### config.mk
export PLATFORM = sky130hd
export DESIGN_NAME = abet_ema
export DESIGN_NICKNAME = d
export VERILOG_FILES = /design/src/rtl/core/audio_baseline_envelope_tracker_defines.svh /design/src/rtl/core/abet_pkg.sv /design/src/rtl/core/abet_ema.sv
export SDC_FILE = /design/constraint.sdc
export NUM_CORES = 2
export LEC_CHECK = 0
export BUFFER_PORTS_ARGS = -buffer_cell sky130_fd_sc_hd__buf_2
export CORE_AREA = 2 2 274 168
export DETAILED_ROUTE_END_ITERATION = 12
export DIE_AREA = 0 0 276 170
export PLACE_DENSITY = 0.67
export SLEW_MARGIN = 10
export SYNTH_ARGS = -nofsm -noshare
export SYNTH_HDL_FRONTEND = slang
export SYNTH_SLANG_ARGS = --single-unit
### constraint.sdc
create_clock -name vclk -period 33.4
set_clock_uncertainty 0.2 [all_clocks]
set_input_delay 5.01 -clock vclk [all_inputs]
set_output_delay 5.01 -clock vclk [all_outputs]
set_load 0.01 [all_outputs]
### src/rtl/core/audio_baseline_envelope_tracker_defines.svh
// assertion helpers for the baseline and envelope tracker
`ifndef AUDIO_BASELINE_ENVELOPE_TRACKER_DEFINES_SVH
`define AUDIO_BASELINE_ENVELOPE_TRACKER_DEFINES_SVH

// same-cycle implication, checked outside reset
`define ABET_ASSERT_IMPLIES(label, ante, cons, msg) \
    label: assert property (@(posedge clk) disable iff (!rst_n) (ante) |-> (cons)) \
        else $error(msg);

// next-cycle implication, checked outside reset
`define ABET_ASSERT_NEXT(label, ante, cons, msg) \
    label: assert property (@(posedge clk) disable iff (!rst_n) (ante) |=> (cons)) \
        else $error(msg);

`endif

### src/rtl/core/abet_pkg.sv
package abet_pkg;

    // configuration port
    localparam int CFG_INDEX_W = 3;
    localparam int CFG_DATA_W  = 17;

    typedef enum logic [CFG_INDEX_W-1:0] {
        CFG_QUIET_THRESHOLD  = 3'd0,
        CFG_SMOOTHING_FACTOR = 3'd1,
        CFG_BASELINE_FACTOR  = 3'd2,
        CFG_REBASE_ENABLE    = 3'd3,
        CFG_INITIAL_BASELINE = 3'd4
    } cfg_index_t;

    // command field
    localparam logic CMD_RESTART = 1'b1;

    // register widths and reset values
    localparam int QT_W      = 13;
    localparam int FACTOR_W  = 17;
    localparam int INIT_BL_W = 12;

    localparam logic [QT_W-1:0]      QT_RESET      = 13'd0;
    localparam logic [FACTOR_W-1:0]  FACTOR_RESET  = 17'd0;
    localparam logic                 REBASE_RESET  = 1'b1;
    localparam logic [INIT_BL_W-1:0] INIT_BL_RESET = 12'd2048;

    // q1.16 factor arithmetic
    localparam logic [FACTOR_W-1:0] ONE_Q16 = 17'd65536;
    localparam int                  Q_SHIFT = 16;

    // timestamp and index fields
    localparam int IDX_W       = 32;
    localparam int TIME_US_W   = 32;
    localparam int TIME_MS_W   = 23;
    localparam int MS_RECIP_W  = 29;
    localparam int MS_SHIFT    = 38;
    localparam int TIME_PROD_W = TIME_US_W + MS_RECIP_W;
    // floor(us / 1000) == (us * MS_RECIP) >> 38 for every 32-bit us
    localparam logic [MS_RECIP_W-1:0] MS_RECIP = 29'd274877907;

    // status of the calibration divider
    typedef struct packed {
        logic busy;
        logic done;
    } div_stat_t;

endpackage

### src/rtl/core/abet_ema.sv
module abet_ema #(
    parameter int ACC_W     = 28,
    parameter int X_W       = 12,
    parameter int FRAC_BITS = 16
) (
    input  logic [ACC_W-1:0]              old_acc,
    input  logic [X_W-1:0]                x,
    input  logic [abet_pkg::FACTOR_W-1:0] factor,
    output logic [ACC_W-1:0]              new_acc
);

    localparam int KEEP_W   = ACC_W + abet_pkg::FACTOR_W;
    localparam int MIX_W    = X_W + abet_pkg::FACTOR_W;
    localparam int MIX_SH_W = MIX_W + FRAC_BITS;

    logic [abet_pkg::FACTOR_W-1:0] f_sat;
    logic [abet_pkg::FACTOR_W-1:0] f_keep;
    logic [KEEP_W-1:0]             keep_prod;
    logic [MIX_W-1:0]              mix_prod;
    logic [MIX_SH_W-1:0]           mix_shifted;
    logic [ACC_W-1:0]              keep_part;
    logic [ACC_W-1:0]              mix_part;

    // factors above one saturate to one
    assign f_sat  = (factor > abet_pkg::ONE_Q16) ? abet_pkg::ONE_Q16 : factor;
    assign f_keep = abet_pkg::ONE_Q16 - f_sat;

    assign keep_prod   = KEEP_W'(old_acc) * KEEP_W'(f_keep);
    assign mix_prod    = MIX_W'(x) * MIX_W'(f_sat);
    assign mix_shifted = {mix_prod, {FRAC_BITS{1'b0}}};

    // each product truncated on its own, the sum never exceeds the larger input
    assign keep_part = ACC_W'(keep_prod >> abet_pkg::Q_SHIFT);
    assign mix_part  = ACC_W'(mix_shifted >> abet_pkg::Q_SHIFT);
    assign new_acc   = keep_part + mix_part;

endmodule

==> impl_results.md <==
* Total die area at 0.0469 mm2
* Via count at 16.5k
* Die Height at 170 um
* Core region area at 0.0443 mm2
* YS warnings at 0
* FF/Latch Area at 0 um2
* Startpoint class of the critical path: primary input
* Layout Nets at 3,348
* HPWL after DPL at roughly 45 mm
* Share of cells above drive strength 1 at 0.0518
* RePlAce Congestion at 0.887
* DRC errors left at 2
* Vias per cell at around 5.2
* RSZ-0062 raised after global routing: false
* DIE WIDTH at 276 um
* Fin crit share at 0.733
* Area share of the largest cell type after synthesis at 0.510
* Synth Area per Inst at approximately 8.6 um2
* FMAX at 0.0409 GHz
* Mapped Nets at 3,367
* DRT Wirelength at 56.7 mm
* Max-capacitance violation count at 0
* Most frequent cells in the layout: 702 x inv_1, 561 x fa_1, 487 x nand2_1
* Post-CTS Repair Setup Buffers at 0
* Gr usage total at 0.255
* Max_slew headroom at 0.246
* Max incr delay on CP at approximately 950 ps
* Syn Std Cell Area at ~0.022 mm2
* Final ANT Viol Nets at 0
* First-pass GRT wire length at 95.2 mm
* Setup TNS Final at 0 ps
* Wire per inst at 18.0 um
* CLK BUF at 0
* Grt ovf at 0
* Worst Max-Slew Pin Slew at 1120 ps
* Final Setup Violations at 0
* Most used cell, CP: fa_1
* Final Hold Vio Count at 0
* Sequential cells at 0
* Ranking of synthesized cells by area: fa_1 51%, inv_1 12%, ha_1 10%
* Max Slew Vio Count at 0
* Initial Util at 0.497
* FP Rows at 60
* Sequential share of the synthesized area at 0
* CP endpoint kind: primary output
* Critical Path AT at 19,270 ps
* Initial DRC count at 1,084
* IO Pins at 85
* Commonest non-fill, non-tap cell in the layout: inv_1
* Post-CTS Hold Buffers at 0
* Min-Delay Path Class: in2out
* Failing checks: DRC
* Kind of critical path: in2out
* Slowest CP cell: o31ai_1
* Vias in the first global route at 18.3k
* PortBufs at 85
* Largest net degree at the start of global routing at 42
* Area growth syn-to-layout at 3.48%
* Pre-Repair DR Iteration Count at 9
* Biggest area consumer among synthesized cells: fa_1
* Netlist cell types at 60
* # resized after CTS at 0
* Antenna violations before repair at 4
* Final min period at 24,480 ps
* Mapped Cells at 2,571
* Max FO, Critical Path at 28
* Outcome: finished with violations
* Critical Path RT at 28,190 ps
## critical path: cells and delay by family
kind            cells  cell delay (ps)
compound gates     13             4230
xor+xnor            4             1310
fa+ha+maj          12             5640
buf+inv             7              520
simple gates        9             2510
## kinds of logic after synthesis
kind of cell	share of synthesized area
simple gates	0.170
buf+inv	0.144
fa+ha+maj	0.611
mux	0.000511
compound gates	0.0435
xor+xnor	0.0305
## cells in the mapped netlist, drive strengths merged, types with 5 or more instances
cell type  count
a211oi         9
a21o          22
a21oi         35
and2         192
and3          23
buf           36
clkbuf        85
fa           561
ha           178
inv          702
nand2        487
nand2b         5
nand3         16
nor2          37
nor2b         12
nor3          12
nor4           5
o21a          10
o21ai         25
o21bai         7
xnor2         41
xor2          25
## final timing paths
check / from / to / slack [ps] / cells after the start
worst max-delay path: factor[8] / new_acc[27] / 8920 / 45
worst min-delay path: old_acc[27] / new_acc[27] / 10640 / 6
## per-stage QoR
step                      hold WS [ps]  worst slack, ps  instance area, um2  instances  utilization
final                            10640             8920               22800       3143        0.514
after global routing             10690             8080               22800       3143        0.514
after CTS                        10630             8980               22800       3139        0.514
after detailed placement         10610             9020               22800       3139        0.514
after global placement           10610             9430               22800       3139        0.514
after floorplan                  10200            11350               22000       2571            -
## layout make-up
class              count  area, um2
diodes                 4       10.0
fillers             4224      21500
inverters            702       2640
multi-input cells   1748      18900
well taps            589        737
repair buffers       100        538
## layer usage
layer	GRT usage	routed length, um
met1	0.359	25200
met2	0.422	25700
met3	0.0345	4420
met4	0.0599	1410
met5	0	0
Power is not shown: default switching activity piles up to over one toggle a cycle in this logic, so the estimate is an artifact.
