$ cat config.mk
export PLATFORM = sky130hd
export DESIGN_NAME = abet_cal_div
export DESIGN_NICKNAME = d
export VERILOG_FILES = /design/src/rtl/core/audio_baseline_envelope_tracker_defines.svh /design/src/rtl/core/abet_pkg.sv /design/src/rtl/core/abet_cal_div.sv
export SDC_FILE = /design/constraint.sdc
export NUM_CORES = 1
export LEC_CHECK = 0
export ABC_AREA = 1
export BUFFER_PORTS_ARGS = -buffer_cell sky130_fd_sc_hd__buf_2
export CORE_MARGIN = 8
export CORE_UTILIZATION = 40
export CTS_CLUSTER_DIAMETER = 80
export DETAILED_ROUTE_END_ITERATION = 6
export PLACE_DENSITY = 0.64
export SYNTH_ARGS = -nofsm -noshare
export SYNTH_HDL_FRONTEND = slang
export SYNTH_SLANG_ARGS = --single-unit
$ cat constraint.sdc
create_clock -name clk -period 3.2 [get_ports clk]
set_input_delay 0.16 -clock clk [delete_from_list [all_inputs] [get_ports clk]]
set_output_delay 0.16 -clock clk [all_outputs]
set_load 0.005 [all_outputs]
$ cat src/rtl/core/audio_baseline_envelope_tracker_defines.svh
// assertion helpers for the baseline and envelope tracker
`ifndef AUDIO_BASELINE_ENVELOPE_TRACKER_DEFINES_SVH
`define AUDIO_BASELINE_ENVELOPE_TRACKER_DEFINES_SVH

// same-cycle implication, checked outside reset
`define ABET_ASSERT_IMPLIES(label, ante, cons, msg) \
    label: assert property (@(posedge clk) disable iff (!rst_n) (ante) |-> (cons)) \
        else $error(msg);

// next-cycle implication, checked outside reset
`define ABET_ASSERT_NEXT(label, ante, cons, msg) \
    label: assert property (@(posedge clk) disable iff (!rst_n) (ante) |=> (cons)) \
        else $error(msg);

`endif

$ cat src/rtl/core/abet_pkg.sv
package abet_pkg;

    // configuration port
    localparam int CFG_INDEX_W = 3;
    localparam int CFG_DATA_W  = 17;

    typedef enum logic [CFG_INDEX_W-1:0] {
        CFG_QUIET_THRESHOLD  = 3'd0,
        CFG_SMOOTHING_FACTOR = 3'd1,
        CFG_BASELINE_FACTOR  = 3'd2,
        CFG_REBASE_ENABLE    = 3'd3,
        CFG_INITIAL_BASELINE = 3'd4
    } cfg_index_t;

    // command field
    localparam logic CMD_RESTART = 1'b1;

    // register widths and reset values
    localparam int QT_W      = 13;
    localparam int FACTOR_W  = 17;
    localparam int INIT_BL_W = 12;

    localparam logic [QT_W-1:0]      QT_RESET      = 13'd0;
    localparam logic [FACTOR_W-1:0]  FACTOR_RESET  = 17'd0;
    localparam logic                 REBASE_RESET  = 1'b1;
    localparam logic [INIT_BL_W-1:0] INIT_BL_RESET = 12'd2048;

    // q1.16 factor arithmetic
    localparam logic [FACTOR_W-1:0] ONE_Q16 = 17'd65536;
    localparam int                  Q_SHIFT = 16;

    // timestamp and index fields
    localparam int IDX_W       = 32;
    localparam int TIME_US_W   = 32;
    localparam int TIME_MS_W   = 23;
    localparam int MS_RECIP_W  = 29;
    localparam int MS_SHIFT    = 38;
    localparam int TIME_PROD_W = TIME_US_W + MS_RECIP_W;
    // floor(us / 1000) == (us * MS_RECIP) >> 38 for every 32-bit us
    localparam logic [MS_RECIP_W-1:0] MS_RECIP = 29'd274877907;

    // status of the calibration divider
    typedef struct packed {
        logic busy;
        logic done;
    } div_stat_t;

endpackage

$ cat src/rtl/core/abet_cal_div.sv
module abet_cal_div #(
    parameter int SAMPLE_BITS = 12,
    parameter int CAL_SAMPLES = 200,
    parameter int FRAC_BITS   = 16
) (
    input  logic                                   clk,
    input  logic                                   rst_n,
    input  logic                                   start,
    input  logic [SAMPLE_BITS+$clog2(CAL_SAMPLES+1)-1:0] sum,
    output abet_pkg::div_stat_t                    stat,
    output logic [SAMPLE_BITS+FRAC_BITS-1:0]       baseline
);

    localparam int CNT_W    = $clog2(CAL_SAMPLES + 1);
    localparam int SUM_W    = SAMPLE_BITS + CNT_W;
    localparam int RECIP_SH = SUM_W + $clog2(CAL_SAMPLES);
    localparam int RECIP_W  = SUM_W + 2;
    localparam int PROD_W   = SUM_W + RECIP_W;
    localparam int TAB_N    = 1 << CNT_W;
    localparam longint unsigned RECIP_FULL =
        ((64'd1 << RECIP_SH) + CAL_SAMPLES - 1) / CAL_SAMPLES;
    localparam logic [RECIP_W-1:0] RECIP = RECIP_W'(RECIP_FULL);
    localparam logic [CNT_W-1:0]   CAL_C = CNT_W'(CAL_SAMPLES);

    logic                   q_vld_reg;
    logic [SAMPLE_BITS-1:0] q_reg;
    logic [SUM_W-1:0]       sum_hold_reg;
    logic                   r_vld_reg;
    logic [SAMPLE_BITS-1:0] q_out_reg;
    logic [CNT_W-1:0]       r_reg;

    logic [PROD_W-1:0]      q_prod;
    logic [SAMPLE_BITS-1:0] q_next;
    logic [SUM_W-1:0]       qc;
    logic [SUM_W-1:0]       r_full;
    logic [CNT_W-1:0]       r_next;
    logic [FRAC_BITS-1:0]   frac_tab [TAB_N];

    // (remainder << FRAC_BITS) / CAL_SAMPLES for every possible remainder
    for (genvar i = 0; i < TAB_N; i++) begin : g_frac
        if (i < CAL_SAMPLES) begin : g_used
            assign frac_tab[i] = FRAC_BITS'((64'(i) << FRAC_BITS) / CAL_SAMPLES);
        end
        else begin : g_unused
            assign frac_tab[i] = '0;
        end
    end

    // exact quotient by reciprocal, the sum never exceeds CAL_SAMPLES full-scale samples
    assign q_prod = PROD_W'(sum) * PROD_W'(RECIP);
    assign q_next = SAMPLE_BITS'(q_prod >> RECIP_SH);

    assign qc     = SUM_W'(q_reg) * SUM_W'(CAL_C);
    assign r_full = sum_hold_reg - qc;
    assign r_next = r_full[CNT_W-1:0];

    always_ff @(posedge clk or negedge rst_n)
    begin
        if (!rst_n)
        begin
            q_vld_reg <= 1'b0;
            r_vld_reg <= 1'b0;
        end
        else
        begin
            q_vld_reg <= start;
            r_vld_reg <= q_vld_reg;
        end
    end

    always_ff @(posedge clk)
    begin
        if (start)
        begin
            q_reg        <= q_next;
            sum_hold_reg <= sum;
        end
        if (q_vld_reg)
        begin
            q_out_reg <= q_reg;
            r_reg     <= r_next;
        end
    end

    assign stat.busy = q_vld_reg || r_vld_reg;
    assign stat.done = r_vld_reg;
    assign baseline  = {q_out_reg, frac_tab[r_reg]};

endmodule

==> flow_summary.toml, run 1 <==
[finish]
final_area_sq_um = 15400
syn2layout_area_growth_pct = 24.8
nets = 2216
final_layout_size_suffix_gt1_frac = 0.225
fin_cells = 2208
diodes = 0

[timing]
hold_viol_final = 0
setup_viol = 12
tightest_slew_ns = 0.922
rsz0062_at_grt = "yes"
slew_headroom = 0.385
fin_setup_tns_ns = -18.68
layout_setup_ws_ns = -1.64
finClkSkew_ns = 0.00571
fmax_ghz = 0.207
fin_crit_ns = 4.84
period_share = 1.51
slew_viol_final = 0

[flow_run]
drv_cap = 0

[clock_tree]
path_clk_slew_ns = 0.06
cts_buffer_depth = 2
tritoncts = "built"
clock_sinks = 42
numCtsBuffers = 5
clk_latency_ns = 0.28
cts-htree-levels = 2
clock-root-buffer = "clkbuf_16"

[route]
drt-pass1-iter-count = 6
vias = 11500
drc = 0
wl_per_cell_microns = 17.3
postRouteAntennaNets = 0
avgViaCountPerCell = 5.20
drt_wl_total_mm = 38.2
drt_first_iter_violations = 894

[placement]
placed_area_sq_um = 14500
dpl.hpwl_mm = 31.3
place_inst = 2190
gp_congestion = 0.934
io_buffers = 52

[grt]
grt_antenna_before_repair = 0
met2_usage = 0.380
use_met1 = 0.266
grt-ovfl-total = 0
grt_pass1_vias = 12100
grtUsageMet3 = 0.0175
track_usage = 0.211
grt_max_degree = 49
grt.busiest_layer = "met2"
grt_pass1_wl_mm = 62.2

[synthesis]
syn_nets = 2015
synth.area.top_cells = "ha_1, fa_1, inv_1"
synth_top_area_cell = "ha_1"
seq_area_frac_synth = 0.102
synth-async-reset-ratio = 0.0476
synthCells = 1610
synthTopCellsByCount = "inv_1, nand2_1, ha_1"
synth.most_common_cell = "inv_1"
yosys.area.top_type_share = 0.242
yosysUniqueCellTypes = 44
avgSynthCellArea_sq_um = 7.65
synth_edf_count = 40
syn_area_sq_um = 12300
synth_seq_cells = 42
synth_ff_type = "edfxtp_1"
yosys_warnings = 0

[setup_path]
worstPathCellList = "buf_12, ha_4, inv_2, fa_2, fa_1, fa_1, inv_1, fa_2, fa_1, inv_1, fa_1, inv_2, ha_4, a21oi_2, o21ai_1, nand2_1, a21oi_2, nor3_2, buf_4, nand2_1, nand2_1, nand2_1"
crit_cells = 22
startpoint_type = "input pin"
worstSetupPathType = "input pin to register"
crit_fanout = 6
reg2reg_depth = 7
crit_start = "sum[12]"
slowest_stage = "fa_2"
cp_data_required_time_ns = 3.23
r2r-end = "r_reg[7]$_DFFE_PP_"
endpoint_kind = "register"
crit_family = "adder cells"
reg2reg_from = "q_reg[0]$_DFFE_PP_"
critPathArrivalTime_ns = 4.87
critPathBufInv = 6
reg2reg_slack_ns = 1.27
critical_path.endpoint = "q_reg[4]$_DFFE_PP_"
slowest_delay_ns = 0.57

[run_status]
violations = "negative setup slack"
status = "finished with violations"

[die]
initial_core_util = 0.405
core_area_sq_um = 30400
core.rowCount = 64
die_h_microns = 191
io_pins = 53
die_w_microns = 191
dieArea_sq_um = 36700

[hold_path]
hold_path_class = "input pin to asynchronous set/reset pin"
[timing repair]
action / 4_1_cts / 5_1_grt
pin swaps: 53 / 27
endpoints found under the setup margin: 12 / 12
endpoints found under the hold margin: 2 / 0
resized for setup: 124 / 46
hold buffers: 1 / 0
buffers inserted: 7 / 2
[stage by stage]
stage / utilization / worst slack [ns] / hold WS, ns
after floorplan: - / -1.43 / -0.136
after global placement: 0.475 / -2.09 / -0.0437
after detailed placement: 0.475 / -2.14 / -0.0434
after CTS: 0.498 / -1.61 / 0.189
after global routing: 0.505 / -1.77 / 0.202
final: 0.505 / -1.64 / 0.192
[layout make-up]
cell class / instances / area [sq um]
clock inverter: 2 / 13.8
multi-input combinational: 1177 / 10300
clock buffer: 6 / 129
tap: 396 / 495
inverter: 354 / 1340
sequential: 42 / 1250
timing repair buffer: 231 / 1800
fill: 2921 / 15100
[logic make-up after synthesis]
family / count (synthesis) / share of synthesized area
AO/OA/AOI/OAI: 228 / 0.105
buffers and inverters: 391 / 0.124
adder cells (fa/ha/maj): 382 / 0.476
flip-flops: 42 / 0.102
XOR/XNOR: 13 / 0.00924
AND/OR/NAND/NOR: 554 / 0.185
[worst register-to-register path, delay by kind of cell (launching register included)]
family                     cells  cell delay, ns
adders and majority gates      2            0.63
xor gates and xnor gates       2            0.31
AOI/OAI and AO/OA              2            0.25
DFF                            1            0.47
buffers and inverters          1            0.04
[placed cells by master (no fill, tap or decap), types with 9 or more instances in the layout]
| cell type | instances |
|---|---|
| inv_1 | 323 |
| nand2_1 | 298 |
| ha_1 | 201 |
| buf_4 | 173 |
| fa_1 | 133 |
| nor2_1 | 93 |
| a21oi_1 | 73 |
| nand3_1 | 64 |
| o21ai_0 | 60 |
| edfxtp_1 | 40 |
| buf_2 | 38 |
| ha_4 | 31 |
| inv_2 | 27 |
| nand2_2 | 25 |
| o211ai_1 | 19 |
| nor3_1 | 17 |
| o21ai_1 | 14 |
| a21oi_2 | 13 |
| nand4_1 | 12 |
| nor2_2 | 11 |
| fa_2 | 11 |
| buf_12 | 9 |
[metal layers]
layer | vias to the layer above | wire (microns)
li1 | 5549 | -
met1 | 5465 | 16000
met2 | 404 | 19000
met3 | 69 | 2050
met4 | 0 | 1120
met5 | - | 0
[how the worst min path moves through the flow]
stage	from	to	slack [ns]	cells past startpoint
5_1_grt	rst_n	r_vld_reg$_DFF_PN0_	0.20	2
3_3_place_gp	rst_n	q_vld_reg$_DFF_PN0_	-0.04	1
6_report	rst_n	r_vld_reg$_DFF_PN0_	0.19	2
2_1_floorplan	rst_n	q_vld_reg$_DFF_PN0_	-0.14	0
4_1_cts	rst_n	q_vld_reg$_DFF_PN0_	0.19	2
3_5_place_dp	rst_n	q_vld_reg$_DFF_PN0_	-0.04	1
Power of run 1 is left out: the tool's default activity adds up to more than one toggle a clock period on the data nets, which glitch-free logic cannot reach.
==> inputs of run 2 (changes only) <==
==> constraint.sdc (replaced) <==
create_clock -name clk -period 5.4 [get_ports clk]
set_input_delay 0.27 -clock clk [delete_from_list [all_inputs] [get_ports clk]]
set_output_delay 0.27 -clock clk [all_outputs]
set_load 0.005 [all_outputs]
==> flow_summary.toml, run 2 (synthesis results as in run 1) <==
[route]
wl_per_cell_microns = 17.1
drc = 0
avgViaCountPerCell = 5.29
drt_wl_total_mm = 35.9
drt_first_iter_violations = 915
vias = 11100
postRouteAntennaNets = 0
drt-pass1-iter-count = 7

[die]
initial_core_util = 0.405
io_pins = 53
core.rowCount = 64
die_w_microns = 191
core_area_sq_um = 30400
dieArea_sq_um = 36700
die_h_microns = 191

[clock_tree]
cts_buffer_depth = 2
numCtsBuffers = 5
tritoncts = "built"
cts_setup_buffers = 0
path_clk_slew_ns = 0.06
clock_sinks = 42
clk_latency_ns = 0.28
cts-htree-levels = 2
clock-root-buffer = "clkbuf_16"

[finish]
final_common_cell = "inv_1"
final_area_sq_um = 13600
fillers = 3111
utilization = 0.447
nets = 2111
diodes = 0
final_layout_size_suffix_gt1_frac = 0.0902
syn2layout_area_growth_pct = 10.4
layout.cells.most_common_list = "inv_1, nand2_1, ha_1"

[setup_path]
crit_fanout = 6
endpoint_kind = "register"
cp_data_required_time_ns = 5.43
reg2reg_from = "q_reg[0]$_DFFE_PP_"
startpoint_type = "input pin"
r2r-end = "r_reg[7]$_DFFE_PP_"
worstSetupPathType = "input pin to register"
critPathArrivalTime_ns = 5.25
reg2reg_depth = 7
crit_start = "sum[11]"
reg2reg_slack_ns = 3.45
critical_path.endpoint = "q_reg[7]$_DFFE_PP_"

[timing]
layout_setup_ws_ns = 0.184
slew_viol_final = 0
hold_viol_final = 0
rsz0062_at_grt = "yes"
finClkSkew_ns = 0.00666
setup_viol = 0
fmax_ghz = 0.192
slew_headroom = 0.168
fin_crit_ns = 5.22
period_share = 0.966
tightest_slew_ns = 1.24

[run_status]
status = "complete, no violations"

[grt]
grt_max_degree = 46
track_usage = 0.203
grt_antenna_before_repair = 0
grt_pass1_vias = 11700
grt-ovfl-total = 0
grt_pass1_wl_mm = 59.9

[hold_path]
hold_path_class = "input pin to asynchronous set/reset pin"

[placement]
io_buffers = 52
dpl.hpwl_mm = 29.9
gp_congestion = 0.953
placed_area_sq_um = 13400
pre_cts_slack_ns = -0.157

[flow_run]
drv_cap = 0
-- run 2: through the flow --
step	std cells	TNS, ns	hold slack, ns
4_1_cts	2103	0	0.295
2_1_floorplan	1610	0	-0.0256
6_report	2103	0	0.312
3_3_place_gp	2094	-0.458	0.0540
5_1_grt	2103	-0.0222	0.337
3_5_place_dp	2094	-0.953	0.0552
-- run 2: per-layer routing --
| layer | vias to the layer above | global-route usage | wire length [microns] |
|---|---|---|---|
| li1 | 5336 | - | - |
| met1 | 5329 | 0.260 | 15400 |
| met2 | 392 | 0.362 | 17800 |
| met3 | 58 | 0.0177 | 1960 |
| met4 | 0 | 0.0515 | 784 |
| met5 | - | 0 | 0 |
-- run 2: timing repair --
| action | CTS | global route |
|---|---|---|
| setup endpoints to repair | 0 | 8 |
| endpoints found under the hold margin | 2 | 0 |
| hold buffers | 1 | 0 |
| resized for setup | 0 | 10 |
-- run 2: worst min-delay path by stage --
stage,startpoint,end,slack [ns],cells after the start
final,rst_n,q_vld_reg$_DFF_PN0_,0.31,2
after global routing,rst_n,r_vld_reg$_DFF_PN0_,0.34,2
after CTS,rst_n,q_vld_reg$_DFF_PN0_,0.29,2
after detailed placement,rst_n,q_vld_reg$_DFF_PN0_,0.06,1
after global placement,rst_n,r_vld_reg$_DFF_PN0_,0.05,1
after floorplan,rst_n,q_vld_reg$_DFF_PN0_,-0.03,0
-- run 2: area by class of cell --
type | instances | area (sq um) | share of cell area
clock buffers | 6 | 129 | 0.00947
well taps | 396 | 495 | 0.0364
repair buffers | 126 | 831 | 0.0611
flip-flops and latches | 42 | 1250 | 0.0920
multi-input cells | 1177 | 9560 | 0.702
inverters | 354 | 1330 | 0.0977
clock inverters | 2 | 13.8 | 0.00101
-- run 2: worst max-delay path, cell delays in order --
cell and delay [ns]:
buf_2 0.14, ha_1 0.30, inv_1 0.05, fa_1 0.47, fa_1 0.52, inv_1 0.06, fa_1 0.58, fa_1 0.44
fa_1 0.54, inv_1 0.06, fa_1 0.47, inv_1 0.04, ha_1 0.32, nand2_1 0.14, nor2_1 0.16, inv_1 0.11
nor4_1 0.25, nand2_1 0.15, nand3_1 0.11, nand2_1 0.06
Power of run 2 is left out for the same reason.
==> inputs of run 3 (changes only) <==
--- a/config.mk
+++ b/config.mk
@@ -8,10 +8,10 @@
 export ABC_AREA = 1
 export BUFFER_PORTS_ARGS = -buffer_cell sky130_fd_sc_hd__buf_2
 export CORE_MARGIN = 8
-export CORE_UTILIZATION = 40
+export CORE_UTILIZATION = 50
 export CTS_CLUSTER_DIAMETER = 80
 export DETAILED_ROUTE_END_ITERATION = 6
-export PLACE_DENSITY = 0.64
+export PLACE_DENSITY = 0.75
 export SYNTH_ARGS = -nofsm -noshare
 export SYNTH_HDL_FRONTEND = slang
 export SYNTH_SLANG_ARGS = --single-unit
==> flow_summary.toml, run 3 (synthesis results as in run 1) <==
[run_status]
status = "complete, no violations"

[timing]
fin_crit_ns = 5.16
fmax_ghz = 0.194
finClkSkew_ns = 0.00473
holdWs_ns = 0.297
slew_viol_final = 0
setup_viol = 0
fin_setup_tns_ns = 0
rsz0062_at_grt = "yes"
slew_headroom = 0.282
tightest_slew_ns = 1.07
period_share = 0.956
hold_viol_final = 0

[finish]
final_layout_size_suffix_gt1_frac = 0.0798
utilization = 0.553
layout.cells.most_common_list = "inv_1, nand2_1, ha_1"
fillers = 2304
final_common_cell = "inv_1"
syn2layout_area_growth_pct = 8.75
nets = 2095
multi_input_area_sq_um = 9550
final_area_sq_um = 13400
diodes = 0
seq_area_sq_um = 1250

[clock_tree]
cts-htree-levels = 2
clock_sinks = 42
cts_buffer_depth = 2
path_clk_slew_ns = 0.06
numCtsBuffers = 5
clk_latency_ns = 0.28
clock-root-buffer = "clkbuf_16"
tritoncts = "built"
cts_setup_buffers = 0

[die]
die_w_microns = 173
initial_core_util = 0.508
core_area_sq_um = 24200
dieArea_sq_um = 29900
io_pins = 53
core.rowCount = 57
die_h_microns = 173

[setup_path]
slowest_delay_ns = 0.55
startpoint_type = "input pin"
critPathBufInv = 6
cp_data_required_time_ns = 5.43
crit_family = "adder cells"
critPathArrivalTime_ns = 5.20
cpMostUsedCell = "fa_1"
worstPathCellList = "buf_2, ha_1, inv_1, fa_1, fa_1, inv_1, fa_1, fa_1, fa_1, inv_1, fa_1, inv_1, ha_1, a21oi_1, o21ai_0, a21oi_1, o21ai_0, buf_4, nand2_1, nand2_1, nand2_1, nand2_1"
crit_fanout = 5
worstSetupPathType = "input pin to register"
endpoint_kind = "register"
slowest_stage = "fa_1"

[grt]
grt_antenna_before_repair = 0
grtUsageMet3 = 0.0216
grt.busiest_layer = "met2"
grt_pass1_vias = 11800
grt_max_degree = 52
met2_usage = 0.423
track_usage = 0.240
use_met1 = 0.298
grt_pass1_wl_mm = 59.3
grt-ovfl-total = 0

[flow_run]
drv_cap = 0

[route]
avgViaCountPerCell = 5.55
drc = 0
drt_first_iter_violations = 1105
postRouteAntennaNets = 0
wl_per_cell_microns = 17.6
drt-pass1-iter-count = 6
drt_wl_total_mm = 35.4
vias = 11200

[placement]
io_buffers = 52
placed_area_sq_um = 13200
dpl.hpwl_mm = 29.3
gp_congestion = 0.958

[hold_path]
hold_path_class = "input pin to asynchronous set/reset pin"
[run 3: cell count changes in the layout (fill, tap and decap cells not counted), sizes merged]
cell	change
buf	-16
[run 3: per-stage QoR]
stage	std cells	worst slack, ns
global route	2015	-0.0321
detailed placement	2006	-0.0593
floorplan	1610	0.519
global placement	2006	-0.0123
finish	2015	0.237
CTS	2015	0.210
[run 3: final timing paths]
check	startpoint	endpoint	slack [ns]	depth (start not counted)
setup / recovery	sum[9]	q_reg[9]$_DFFE_PP_	0.24	22
hold / removal	rst_n	r_vld_reg$_DFF_PN0_	0.30	2
setup reg to reg	q_reg[0]$_DFFE_PP_	r_reg[7]$_DFFE_PP_	3.50	7
hold reg to reg	q_reg[9]$_DFFE_PP_	q_out_reg[9]$_DFFE_PP_	0.42	0
max in group asynchronous	rst_n	q_vld_reg$_DFF_PN0_	5.01	2
min in group clk	sum[2]	sum_hold_reg[2]$_DFFE_PP_	0.35	2
[run 3: per-layer routing]
layer | vias to the layer above | share of wire | routed length, microns
met5 | - | 0 | 0
met4 | 0 | 0.042 | 1490
met3 | 123 | 0.068 | 2420
met2 | 509 | 0.49 | 17200
met1 | 5241 | 0.40 | 14200
li1 | 5314 | - | -
[run 3: area by class of cell]
type                            instances  share of cell area
Multi-Input combinational cell       1177               0.713
Clock inverter                          2             0.00103
Sequential cell                        42              0.0934
Tap cell                              324              0.0303
Timing Repair Buffer                  110              0.0540
Clock buffer                            6             0.00962
Inverter                              354              0.0992
[run 3: timing repair]
action,4_1_cts,5_1_grt
hold endpoints to repair,2,0
hold buffers,1,0
gates resized for setup,0,5
setup endpoints to repair,0,9
Power of run 3 is left out for the same reason.
